--- config.mk ---
export PLATFORM = sky130hd
export DESIGN_NAME = base45_stream_decoder
export DESIGN_NICKNAME = d
export VERILOG_FILES = /design/src/hdl/b45_pkg.sv /design/src/hdl/b45_front.sv /design/src/hdl/b45_fifo.sv /design/src/hdl/b45_back.sv /design/src/hdl/base45_stream_decoder.sv
export SDC_FILE = /design/constraint.sdc
export NUM_CORES = 1
export LEC_CHECK = 0
export CAP_MARGIN = 0
export CORE_MARGIN = 3
export CORE_UTILIZATION = 35
export CTS_CLUSTER_DIAMETER = 200
export DETAILED_ROUTE_END_ITERATION = 8
export DONT_BUFFER_PORTS = 1
export GPL_ROUTABILITY_DRIVEN = 0
export PLACE_DENSITY = 0.48
export SKIP_LAST_GASP = 1
export SYNTH_ARGS = -nofsm -noshare
export SYNTH_HDL_FRONTEND = slang
export SYNTH_SLANG_ARGS = --single-unit
--- constraint.sdc ---
create_clock -name clk -period 4.15 [get_ports clk]
set_clock_uncertainty 0.15 [all_clocks]
set_input_delay 0.6225 -clock clk [delete_from_list [all_inputs] [get_ports clk]]
set_output_delay 0.6225 -clock clk [all_outputs]
set_load 0.05 [all_outputs]
--- src/hdl/b45_pkg.sv ---
package b45_pkg;

    localparam int FIFO_DEPTH = 4;
    localparam int FIFO_AW    = $clog2(FIFO_DEPTH);
    localparam int FIFO_CW    = $clog2(FIFO_DEPTH + 1);

    localparam logic [10:0] RADIX     = 11'd45;
    localparam logic [16:0] RADIX_SQ  = 17'd2025;

    typedef struct packed {
        logic       ok;
        logic [5:0] digit;
    } b45_digit_t;

    typedef struct packed {
        logic        two;
        logic        err;
        logic        eom;
        logic [15:0] value;
    } b45_cmd_t;

    function automatic b45_digit_t b45_map(input logic [15:0] code);
        b45_digit_t r;
        logic [6:0] c;
        c = code[6:0];
        r.ok    = 1'b1;
        r.digit = 6'd0;
        unique case (c) inside
            [7'd48:7'd57]: r.digit = 6'(c - 7'd48);
            [7'd65:7'd90]: r.digit = 6'(c - 7'd55);
            7'd32:         r.digit = 6'd36;
            7'd36:         r.digit = 6'd37;
            7'd37:         r.digit = 6'd38;
            7'd42:         r.digit = 6'd39;
            7'd43:         r.digit = 6'd40;
            7'd45:         r.digit = 6'd41;
            7'd46:         r.digit = 6'd42;
            7'd47:         r.digit = 6'd43;
            7'd58:         r.digit = 6'd44;
            default:       r.ok    = 1'b0;
        endcase
        if (code[15:7] != 9'd0)
        begin
            r.ok = 1'b0;
        end
        return r;
    endfunction

endpackage

--- src/hdl/b45_front.sv ---
module b45_front (
    input  logic              clk,
    input  logic              rst_n,
    input  logic              char_valid,
    output logic              char_stall,
    input  logic [15:0]       char_code,
    input  logic              last_char,
    input  logic              full,
    output logic              push,
    output b45_pkg::b45_cmd_t cmd
);

    logic [1:0]  pos_reg, pos_next;
    logic [10:0] partial_reg, partial_next;
    logic        discard_reg, discard_next;

    b45_pkg::b45_digit_t dg;
    logic        accept;
    logic [10:0] pair;
    logic [16:0] n;

    assign char_stall = full;
    assign accept     = char_valid && !full;
    assign dg         = b45_pkg::b45_map(char_code);
    assign pair       = partial_reg + 11'(dg.digit) * b45_pkg::RADIX;
    assign n          = 17'(partial_reg) + 17'(dg.digit) * b45_pkg::RADIX_SQ;

    always_comb
    begin
        pos_next     = pos_reg;
        partial_next = partial_reg;
        discard_next = discard_reg;
        push         = 1'b0;
        cmd          = '0;
        if (accept)
        begin
            if (discard_reg)
            begin
                if (last_char)
                begin
                    pos_next     = 2'd0;
                    partial_next = 11'd0;
                    discard_next = 1'b0;
                end
            end
            else if (!dg.ok)
            begin
                push         = 1'b1;
                cmd.err      = 1'b1;
                cmd.eom      = 1'b1;
                pos_next     = 2'd0;
                partial_next = 11'd0;
                discard_next = !last_char;
            end
            else
            begin
                case (pos_reg)
                    2'd1:
                    begin
                        if (last_char)
                        begin
                            push         = 1'b1;
                            cmd.eom      = 1'b1;
                            pos_next     = 2'd0;
                            partial_next = 11'd0;
                            if (pair[10:8] != 3'd0)
                            begin
                                cmd.err = 1'b1;
                            end
                            else
                            begin
                                cmd.value = {8'd0, pair[7:0]};
                            end
                        end
                        else
                        begin
                            partial_next = pair;
                            pos_next     = 2'd2;
                        end
                    end
                    2'd2:
                    begin
                        push         = 1'b1;
                        pos_next     = 2'd0;
                        partial_next = 11'd0;
                        if (n[16])
                        begin
                            cmd.err      = 1'b1;
                            cmd.eom      = 1'b1;
                            discard_next = !last_char;
                        end
                        else
                        begin
                            cmd.two   = 1'b1;
                            cmd.eom   = last_char;
                            cmd.value = n[15:0];
                        end
                    end
                    default:
                    begin
                        if (last_char)
                        begin
                            push         = 1'b1;
                            cmd.err      = 1'b1;
                            cmd.eom      = 1'b1;
                            pos_next     = 2'd0;
                            partial_next = 11'd0;
                        end
                        else
                        begin
                            partial_next = 11'(dg.digit);
                            pos_next     = 2'd1;
                        end
                    end
                endcase
            end
        end
    end

    always_ff @(posedge clk or negedge rst_n)
    begin
        if (!rst_n)
        begin
            pos_reg     <= 2'd0;
            partial_reg <= 11'd0;
            discard_reg <= 1'b0;
        end
        else
        begin
            pos_reg     <= pos_next;
            partial_reg <= partial_next;
            discard_reg <= discard_next;
        end
    end

    a_no_push_discard: assert property (@(posedge clk) disable iff (!rst_n)
        discard_reg |-> !push)
        else $error("transfer produced a result while discarding");

    a_error_clears_group: assert property (@(posedge clk) disable iff (!rst_n)
        (push && cmd.err) |=> (pos_reg == 2'd0 && partial_reg == 11'd0))
        else $error("group not cleared after error");

endmodule

--- src/hdl/b45_fifo.sv ---
module b45_fifo (
    input  logic              clk,
    input  logic              rst_n,
    input  logic              push,
    input  b45_pkg::b45_cmd_t push_data,
    input  logic              pop,
    output b45_pkg::b45_cmd_t pop_data,
    output logic              full,
    output logic              empty
);

    b45_pkg::b45_cmd_t mem_reg [b45_pkg::FIFO_DEPTH];
    logic [b45_pkg::FIFO_AW-1:0] wr_ptr_reg, rd_ptr_reg;
    logic [b45_pkg::FIFO_CW-1:0] count_reg;

    assign full     = (count_reg == b45_pkg::FIFO_CW'(b45_pkg::FIFO_DEPTH));
    assign empty    = (count_reg == '0);
    assign pop_data = mem_reg[rd_ptr_reg];

    always_ff @(posedge clk)
    begin
        if (push)
        begin
            mem_reg[wr_ptr_reg] <= push_data;
        end
    end

    always_ff @(posedge clk or negedge rst_n)
    begin
        if (!rst_n)
        begin
            wr_ptr_reg <= '0;
            rd_ptr_reg <= '0;
            count_reg  <= '0;
        end
        else
        begin
            if (push)
            begin
                wr_ptr_reg <= wr_ptr_reg + 1'b1;
            end
            if (pop)
            begin
                rd_ptr_reg <= rd_ptr_reg + 1'b1;
            end
            if (push && !pop)
            begin
                count_reg <= count_reg + 1'b1;
            end
            else if (pop && !push)
            begin
                count_reg <= count_reg - 1'b1;
            end
        end
    end

    a_no_overflow: assert property (@(posedge clk) disable iff (!rst_n)
        !(push && full))
        else $error("queue overflow");

    a_no_underflow: assert property (@(posedge clk) disable iff (!rst_n)
        !(pop && empty))
        else $error("queue underflow");

endmodule

--- src/hdl/b45_back.sv ---
module b45_back (
    input  logic              clk,
    input  logic              rst_n,
    input  logic              empty,
    input  b45_pkg::b45_cmd_t pop_data,
    output logic              pop,
    output logic              byte_valid,
    input  logic              byte_stall,
    output logic [7:0]        data_byte,
    output logic              error,
    output logic              end_of_message
);

    logic       valid_reg;
    logic [7:0] data_reg;
    logic       err_reg;
    logic       eom_reg;
    logic       pend_reg;
    logic [7:0] pend_data_reg;
    logic       pend_eom_reg;
    logic       load;

    assign load           = !valid_reg || !byte_stall;
    assign pop            = load && !pend_reg && !empty;
    assign byte_valid     = valid_reg;
    assign data_byte      = data_reg;
    assign error          = err_reg;
    assign end_of_message = eom_reg;

    always_ff @(posedge clk or negedge rst_n)
    begin
        if (!rst_n)
        begin
            valid_reg <= 1'b0;
            pend_reg  <= 1'b0;
        end
        else if (load)
        begin
            if (pend_reg)
            begin
                valid_reg <= 1'b1;
                pend_reg  <= 1'b0;
            end
            else
            begin
                valid_reg <= !empty;
                pend_reg  <= !empty && pop_data.two;
            end
        end
    end

    always_ff @(posedge clk)
    begin
        if (load)
        begin
            if (pend_reg)
            begin
                data_reg <= pend_data_reg;
                err_reg  <= 1'b0;
                eom_reg  <= pend_eom_reg;
            end
            else if (pop_data.two)
            begin
                data_reg      <= pop_data.value[15:8];
                err_reg       <= 1'b0;
                eom_reg       <= 1'b0;
                pend_data_reg <= pop_data.value[7:0];
                pend_eom_reg  <= pop_data.eom;
            end
            else
            begin
                data_reg <= pop_data.value[7:0];
                err_reg  <= pop_data.err;
                eom_reg  <= pop_data.eom;
            end
        end
    end

    a_pending_after_high: assert property (@(posedge clk) disable iff (!rst_n)
        pend_reg |-> (valid_reg && !err_reg && !eom_reg))
        else $error("low byte pending without high byte transfer");

endmodule

--- src/hdl/base45_stream_decoder.sv ---
// Streaming Base45 decoder.
// Input channel: one character per transfer (char_code, last_char), handshake
// char_valid / char_stall. last_char marks the final character of a message.
// Output channel: one byte per transfer (data_byte, error, end_of_message),
// handshake byte_valid / byte_stall.
// Each third character of a group yields two bytes (high, then low); a final
// pair yields one byte. A bad character, an overflowing group or a lone final
// character yields a single result with error and end_of_message set; the
// rest of that message up to last_char gives no output.
// Throughput: one character per cycle while char_stall is low. The output
// side sends one byte per cycle while byte_stall is low, so a full group of
// three characters gives two output bytes. A result passes through the queue
// and is registered in the output stage before it is valid; a low byte waits
// in a pending register and follows its high byte.
// A four-entry queue sits between the character front end and the byte
// output stage; char_stall rises only when that queue is full.
// While byte_stall is high the output holds its byte and the queue fills.
// Reset clears group state, queue and output valid; no clearing pass.
module base45_stream_decoder (
    input  logic        clk,
    input  logic        rst_n,
    input  logic        char_valid,
    output logic        char_stall,
    input  logic [15:0] char_code,
    input  logic        last_char,
    output logic        byte_valid,
    input  logic        byte_stall,
    output logic [7:0]  data_byte,
    output logic        error,
    output logic        end_of_message
);

    b45_pkg::b45_cmd_t push_data;
    b45_pkg::b45_cmd_t pop_data;
    logic push;
    logic pop;
    logic full;
    logic empty;

    b45_front u_front (
        .clk        (clk),
        .rst_n      (rst_n),
        .char_valid (char_valid),
        .char_stall (char_stall),
        .char_code  (char_code),
        .last_char  (last_char),
        .full       (full),
        .push       (push),
        .cmd        (push_data)
    );

    b45_fifo u_fifo (
        .clk       (clk),
        .rst_n     (rst_n),
        .push      (push),
        .push_data (push_data),
        .pop       (pop),
        .pop_data  (pop_data),
        .full      (full),
        .empty     (empty)
    );

    b45_back u_back (
        .clk            (clk),
        .rst_n          (rst_n),
        .empty          (empty),
        .pop_data       (pop_data),
        .pop            (pop),
        .byte_valid     (byte_valid),
        .byte_stall     (byte_stall),
        .data_byte      (data_byte),
        .error          (error),
        .end_of_message (end_of_message)
    );

endmodule
=== Word-level counts from Yosys, hierarchy flattened ===
Memories as Yosys holds them, arrays and structs flattened.
Cells that the tools add are included.
W data, S select, Z words.

* Flip-flop bits (word level): 42
* Bits in writable memories: 76
* Bits of input ports: 21
* Output and inout port bits: 12
* Memories kept: 1

* $add $sub $neg: 8
* Multipliers: 2
* Magnitude comparators: 4
* Eq/ne operators: 13
* Mux-type cells: 51
* Bitwise operators: 1
* Reduce and logical (&&, ||, !) cells: 25

{| class="wikitable"
|+ Memories
! name !! depth !! bits a word !! read ports !! clocked after memory_dff !! wr ports !! line !! source
|-
| u_fifo.mem_reg || 4 || 19 || 1 || 0 || 1 || b45_fifo.sv:12 || <nowiki>b45_pkg::b45_cmd_t mem_reg [b45_pkg::FIFO_DEPTH];</nowiki>
|}

{| class="wikitable"
|+ Operators by type and width
! kind !! count
|-
| $pmux W6 S11 || 1
|-
| $eq A7 B6 Y1 const B || 9
|-
| $mux W11 || 4
|-
| $mux W19 || 2
|-
| $mux W16 || 2
|-
| $pmux W16 S2 || 1
|-
| $mux W1 || 25
|-
| $mux W8 || 3
|-
| $pmux W11 S2 || 1
|-
| $mux W18 || 1
|-
| $add A11 B17 Y17 || 1
|-
| $mul A6 B11 Y17 const B || 1
|-
| $mux W2 || 6
|-
| $sub A6 B6 Y6 const B || 2
|-
| $add A11 B11 Y11 || 1
|-
| $mul A6 B6 Y11 const B || 1
|-
| $reduce_or A11 Y1 || 1
|-
| $reduce_bool A9 Y1 || 1
|-
| $logic_and A1 B1 Y1 || 8
|-
| $logic_not A1 Y1 || 8
|-
| $pmux W2 S2 || 2
|-
| $ge A7 B6 Y1 const B || 1
|-
| $ge A7 B7 Y1 const B || 1
|-
| $le A7 B6 Y1 const B || 1
|-
| other kinds (18) || 20
|}

=== Longest topological paths before layout ===
* Depth in word-level cells: 12
* Mapped depth: 28
* Gate-level depth less buffers: 25

=== Modules after synthesis ===
From an unflattened synthesis, not the netlist that was laid out.

* Cells, all modules: 650
* Area, all modules: 7995.2 um^2

{| class="wikitable"
|+ By module, submodules not included
! module !! times used !! cells each !! area each (um^2)
|-
| b45_front || 1 || 460 || 4000.1
|-
| b45_fifo || 1 || 133 || 3136.8
|-
| b45_back || 1 || 57 || 858.3
|}

=== Worst setup path before layout ===
Ideal clock, no wire load.

* Kind: input to register
* Start: input port char_code[1]
* End: memory u_fifo.mem_reg[0][5] (netlist bit) (data pin)
* Library setup time: 0.179 ns
* Arrival: 6.665 ns
* Path slack: -2.844 ns
* Stages: 25
* Buffers on the path: 2
* Path through: inv_1 ha_1 and2b_1 o21a_1 o21ai_0 o21ai_0 a221o_1 fa_1 inv_1 fa_1 inv_1 fa_1 inv_1 fa_1 inv_1 ha_1 a21o_1 a21oi_1 o211a_1 a31oi_1 xnor2_1 or4_1 buf_2 buf_6 o2bb2ai_1

{| class="wikitable"
|+ RTL lines
! element !! line !! source
|-
| start, declared || base45_stream_decoder.sv:24 || <nowiki>input logic [15:0] char_code,</nowiki>
|-
| end, declared || b45_fifo.sv:12 ||
|}

==> key figures <==
Status
  • Status: complete, but fails checks
  • Failing checks: setup timing

Floorplan
  • IO Count: 33
  • Full die area: between 20000 and 25000 um2
  • Num rows: 54
  • Initial Utilization: a little over a third
  • Die Width: about 160 um
  • Die span in y: 156.4 um
  • Core ar.: 22030 um2

Drt
  • Via count: 5534
  • Avg Vias per Cell: just under 5
  • ANT nets after route: 0
  • Final WL: about 18000 um
  • DRC viols: 0
  • Initial drt markers: 246
  • Drt first pass iters: 4
  • Routed WL per cell: about 16 um

Setup path
  • Critical Path Slowest Stage Cell: fa_2
  • CP max FO: 8
  • Critical-path cell list: inv_12 -> ha_4 -> and2b_1 -> o21a_1 -> o21ai_4 -> o21ai_2 -> a221o_2 -> fa_2 -> inv_2 -> fa_1 -> inv_1 -> fa_1 -> inv_1 -> fa_1 -> inv_2 -> ha_4 -> a21o_1 -> a21oi_2 -> o211a_1 -> a31oi_2 -> xnor2_2 -> or4_4 -> buf_12 -> nor3_4
  • Buf/Inv on CP: 6
  • Worst EP arrival: about 6 ns
  • Largest delay share family, worst path: adder cells
  • CP required: roughly 4.2 ns
  • CP Class: in2reg
  • Most common cell on crit path: fa_1
  • Crit start category: input port
  • CP max stage delay: between 0.5 and 0.6 ns
  • Cell count along the critical path: 24
  • Crit. End Element: flop
  • Reg2reg path depth: 10

Synthesis
  • Post-synth EDFFs: 95
  • YS warnings: 0
  • Top_reg_cell synth: edfxtp_1
  • Syn_area_per_cell: approximately 12 um2
  • Mapped Cells: 664
  • Largest family of logic cells by synthesized area: adder cells
  • Post-synthesis async set-or-reset flop share: approximately a fifth
  • Synth Area in XOR/XNOR: about 3.5%
  • Syn nets: roughly 800
  • Sequential area share after synthesis: between 40% and 50%
  • Multiplexer area fraction after synthesis: between 6 and 7%
  • Adder-Cell Fraction of Synth Area: a little over a fifth
  • Synth Cell Area: approximately 7900 um2
  • Number of synthesized register bits: 118
  • Unique masters post-synth: between 60 and 70
  • Simple-gate share of the synthesized area: under 10%
  • Synth Area in Compound Gates: approximately 11%

Hold path
  • Hold depth: 1
  • HP Class: in2reg

Timing
  • Max Slew Vio Count: 0
  • RSZ-0062 raised after global routing: true
  • Final hold violations: 0
  • Final Cycle Share: 140.5%
  • Worst slew margin: 29.20%
  • Final setup fails: 84
  • Final worst slack: -1.683 ns
  • Final critical-path required period: roughly 6 ns
  • TNS Setup: -127.30 ns
  • Max Freq: ~170 MHz
  • Worst Tran Pin Value: roughly 1.1 ns

Run
  • Max Cap Viol: 0

Clocking
  • Num Clock Sinks: around 120
  • CTS tree: done
  • Clock insertion delay at the later pin of the skew report: about 0.4 ns
  • H-tree depth: 4
  • Clock root buffer: clkbuf_16
  • Max Buffers Root-to-Sink: 2
  • Clk slew on worst S/H paths: 0.05 ns
  • TritonCTS Buffers: 17

Global route
  • GRT overflow: 0
  • Initial antenna violation count: 0
  • Vias in the first global route: about 6000
  • GRT Total Usage: roughly 16%
  • First-pass GRT wire length: ~31000 um
  • Largest net degree at the start of global routing: 24

Cells and area
  • Layout Area Growth over Synthesis: 35.26%
  • Finished Cell Area: 10710 um2
  • Nets: 961
  • Layout Cells excl Fill: ~1100
  • Ant diodes: 0
  • Number of flip-flops in the largest register: 76
  • Share of layout cells above drive strength 1: a little over a third

Placement
  • HPWL after DPL: roughly 14000 um
  • Port Buffers: 0
  • Post-Place Cell Area: between 9000 and 10000 um2
  • # placed instances: 1059

Pwr
  • Pwr Density: ~500 nW/um2
  • VDD IR max: between 0.3 and 0.4 mV
  • Pleak: between 4 and 5 nW
power breakdown:
group	switching (mW)	internal (mW)	total, mW	leakage, nW
Combinational	1.07	1.01	2.08	3.08
Clock	0.502	0.937	1.44	0.283
Sequential	0.276	1.54	1.81	1.20
area by class of cell:
cell class | instances | area, um2
fill | 1968 | 11320
multi-input combinational | 441 | 4730
sequential | 118 | 3428
timing repair buffer | 158 | 1251
clock buffer | 18 | 429.2
inverter | 92 | 361.6
tap | 280 | 350.3
clock inverter | 14 | 157.7
cells in the mapped netlist, types with 4 or more instances:
library cell | instances | share of area (%)
a211oi_1 | 4 | 0.38
a21boi_0 | 5 | 0.47
a21o_1 | 6 | 0.57
a21oi_1 | 24 | 1.5
a221o_1 | 6 | 0.76
a31oi_1 | 5 | 0.40
and2_1 | 8 | 0.63
clkbuf_1 | 7 | 0.33
dfrtp_1 | 23 | 7.3
edfxtp_1 | 95 | 36
fa_1 | 34 | 8.6
ha_1 | 78 | 12
inv_1 | 92 | 4.4
mux2i_1 | 9 | 1.1
mux4_2 | 19 | 5.4
nand2_1 | 42 | 2.0
nand2b_1 | 10 | 0.79
nand3_1 | 9 | 0.57
nor2_1 | 25 | 1.2
nor2b_1 | 10 | 0.79
nor3_1 | 12 | 0.76
nor4_1 | 4 | 0.32
o21a_1 | 6 | 0.57
o21ai_0 | 34 | 2.1
o2bb2ai_1 | 4 | 0.44
xnor2_1 | 16 | 1.8
xor2_1 | 16 | 1.8
cells by family after synthesis:
logic type,after synthesis
buffers and inverters,105
AND/OR/NAND/NOR,139
XOR/XNOR,32
AO/OA/AOI/OAI,129
multiplexers,29
flip-flops,118
adder cells (fa/ha/maj),112
worst reg2reg max path, stage by stage, from the launching register on:
cell and delay, ns:
dfrtp_1 0.41, inv_1 0.09, fa_1 0.55, inv_2 0.05, ha_4 0.25, nor4_2 0.31, a21oi_2 0.08, a41o_1 0.20
a21o_1 0.23, a2111o_1 0.62, o22ai_4 0.27
layout by cell type (no fill, tap or decap), drive strengths merged, types with 4 or more instances in the layout:
cell / synthesis / routed
o21a: 6 / 6
a21boi: 5 / 5
mux2i: 9 / 9
fa: 34 / 34
mux4: 19 / 19
a21o: 6 / 6
xnor2: 16 / 16
xor2: 16 / 16
a31oi: 7 / 7
nand3: 9 / 9
inv: 92 / 93
a211oi: 4 / 4
ha: 78 / 78
nand2b: 10 / 10
a21oi: 24 / 24
o21ai: 36 / 36
buf: 6 / 157
a221o: 6 / 6
nor3: 12 / 12
edfxtp: 95 / 95
nor2: 25 / 25
nor2b: 10 / 10
clkbuf: 7 / 18
and2: 8 / 8
nor4: 4 / 4
o22ai: 4 / 4
o2bb2ai: 4 / 4
clkinv: 0 / 7
dfrtp: 23 / 23
nand2: 43 / 43
per-stage QoR:
step	setup slack [ns]	utilization [%]	power (mW)	hold slack (ns)
CTS	-1.609	47.19	5.335	0.2223
detailed placement	-2.170	42.55	3.753	0.1775
finish	-1.683	48.61	5.330	0.2423
floorplan	-2.053	-	3.066	0.1769
global route	-1.853	48.61	5.674	0.2347
global placement	-2.045	42.55	3.721	0.1777
final timing paths:
kind                                                    startpoint  slack [ns]                            endpoint
worst max-delay path                                  char_code[1]       -1.68      u_fifo.mem_reg[1][9]$_DFFE_PP_
worst min-delay path                                    byte_stall        0.24         u_back.pend_reg$_DFFE_PN0N_
worst max register to register  u_front.partial_reg[5]$_DFFE_PN0P_        0.79      u_fifo.mem_reg[2][3]$_DFFE_PP_
worst min register to register  u_front.partial_reg[8]$_DFFE_PN0P_        0.35  u_front.partial_reg[8]$_DFFE_PN0P_
max in group asynchronous                                    rst_n        3.19    u_fifo.wr_ptr_reg[1]$_DFFE_PN0P_
min in group asynchronous                                    rst_n        0.49  u_front.partial_reg[7]$_DFFE_PN0P_
routing by layer:
metal  routed length, um  global-route usage (%)
met3                 332                   2.323
met5                   0                       0
met1                7960                   18.99
met4                 611                   6.419
met2                9484                   28.80
timing repair:
item,4_1_cts,5_1_grt
pin swaps,24,16
gates resized for setup,49,40
endpoints found under the hold margin,23,0
hold buffers,2,0
buffers inserted,21,9
endpoints found under the setup margin,85,85
(Power assumes the default switching activity.)
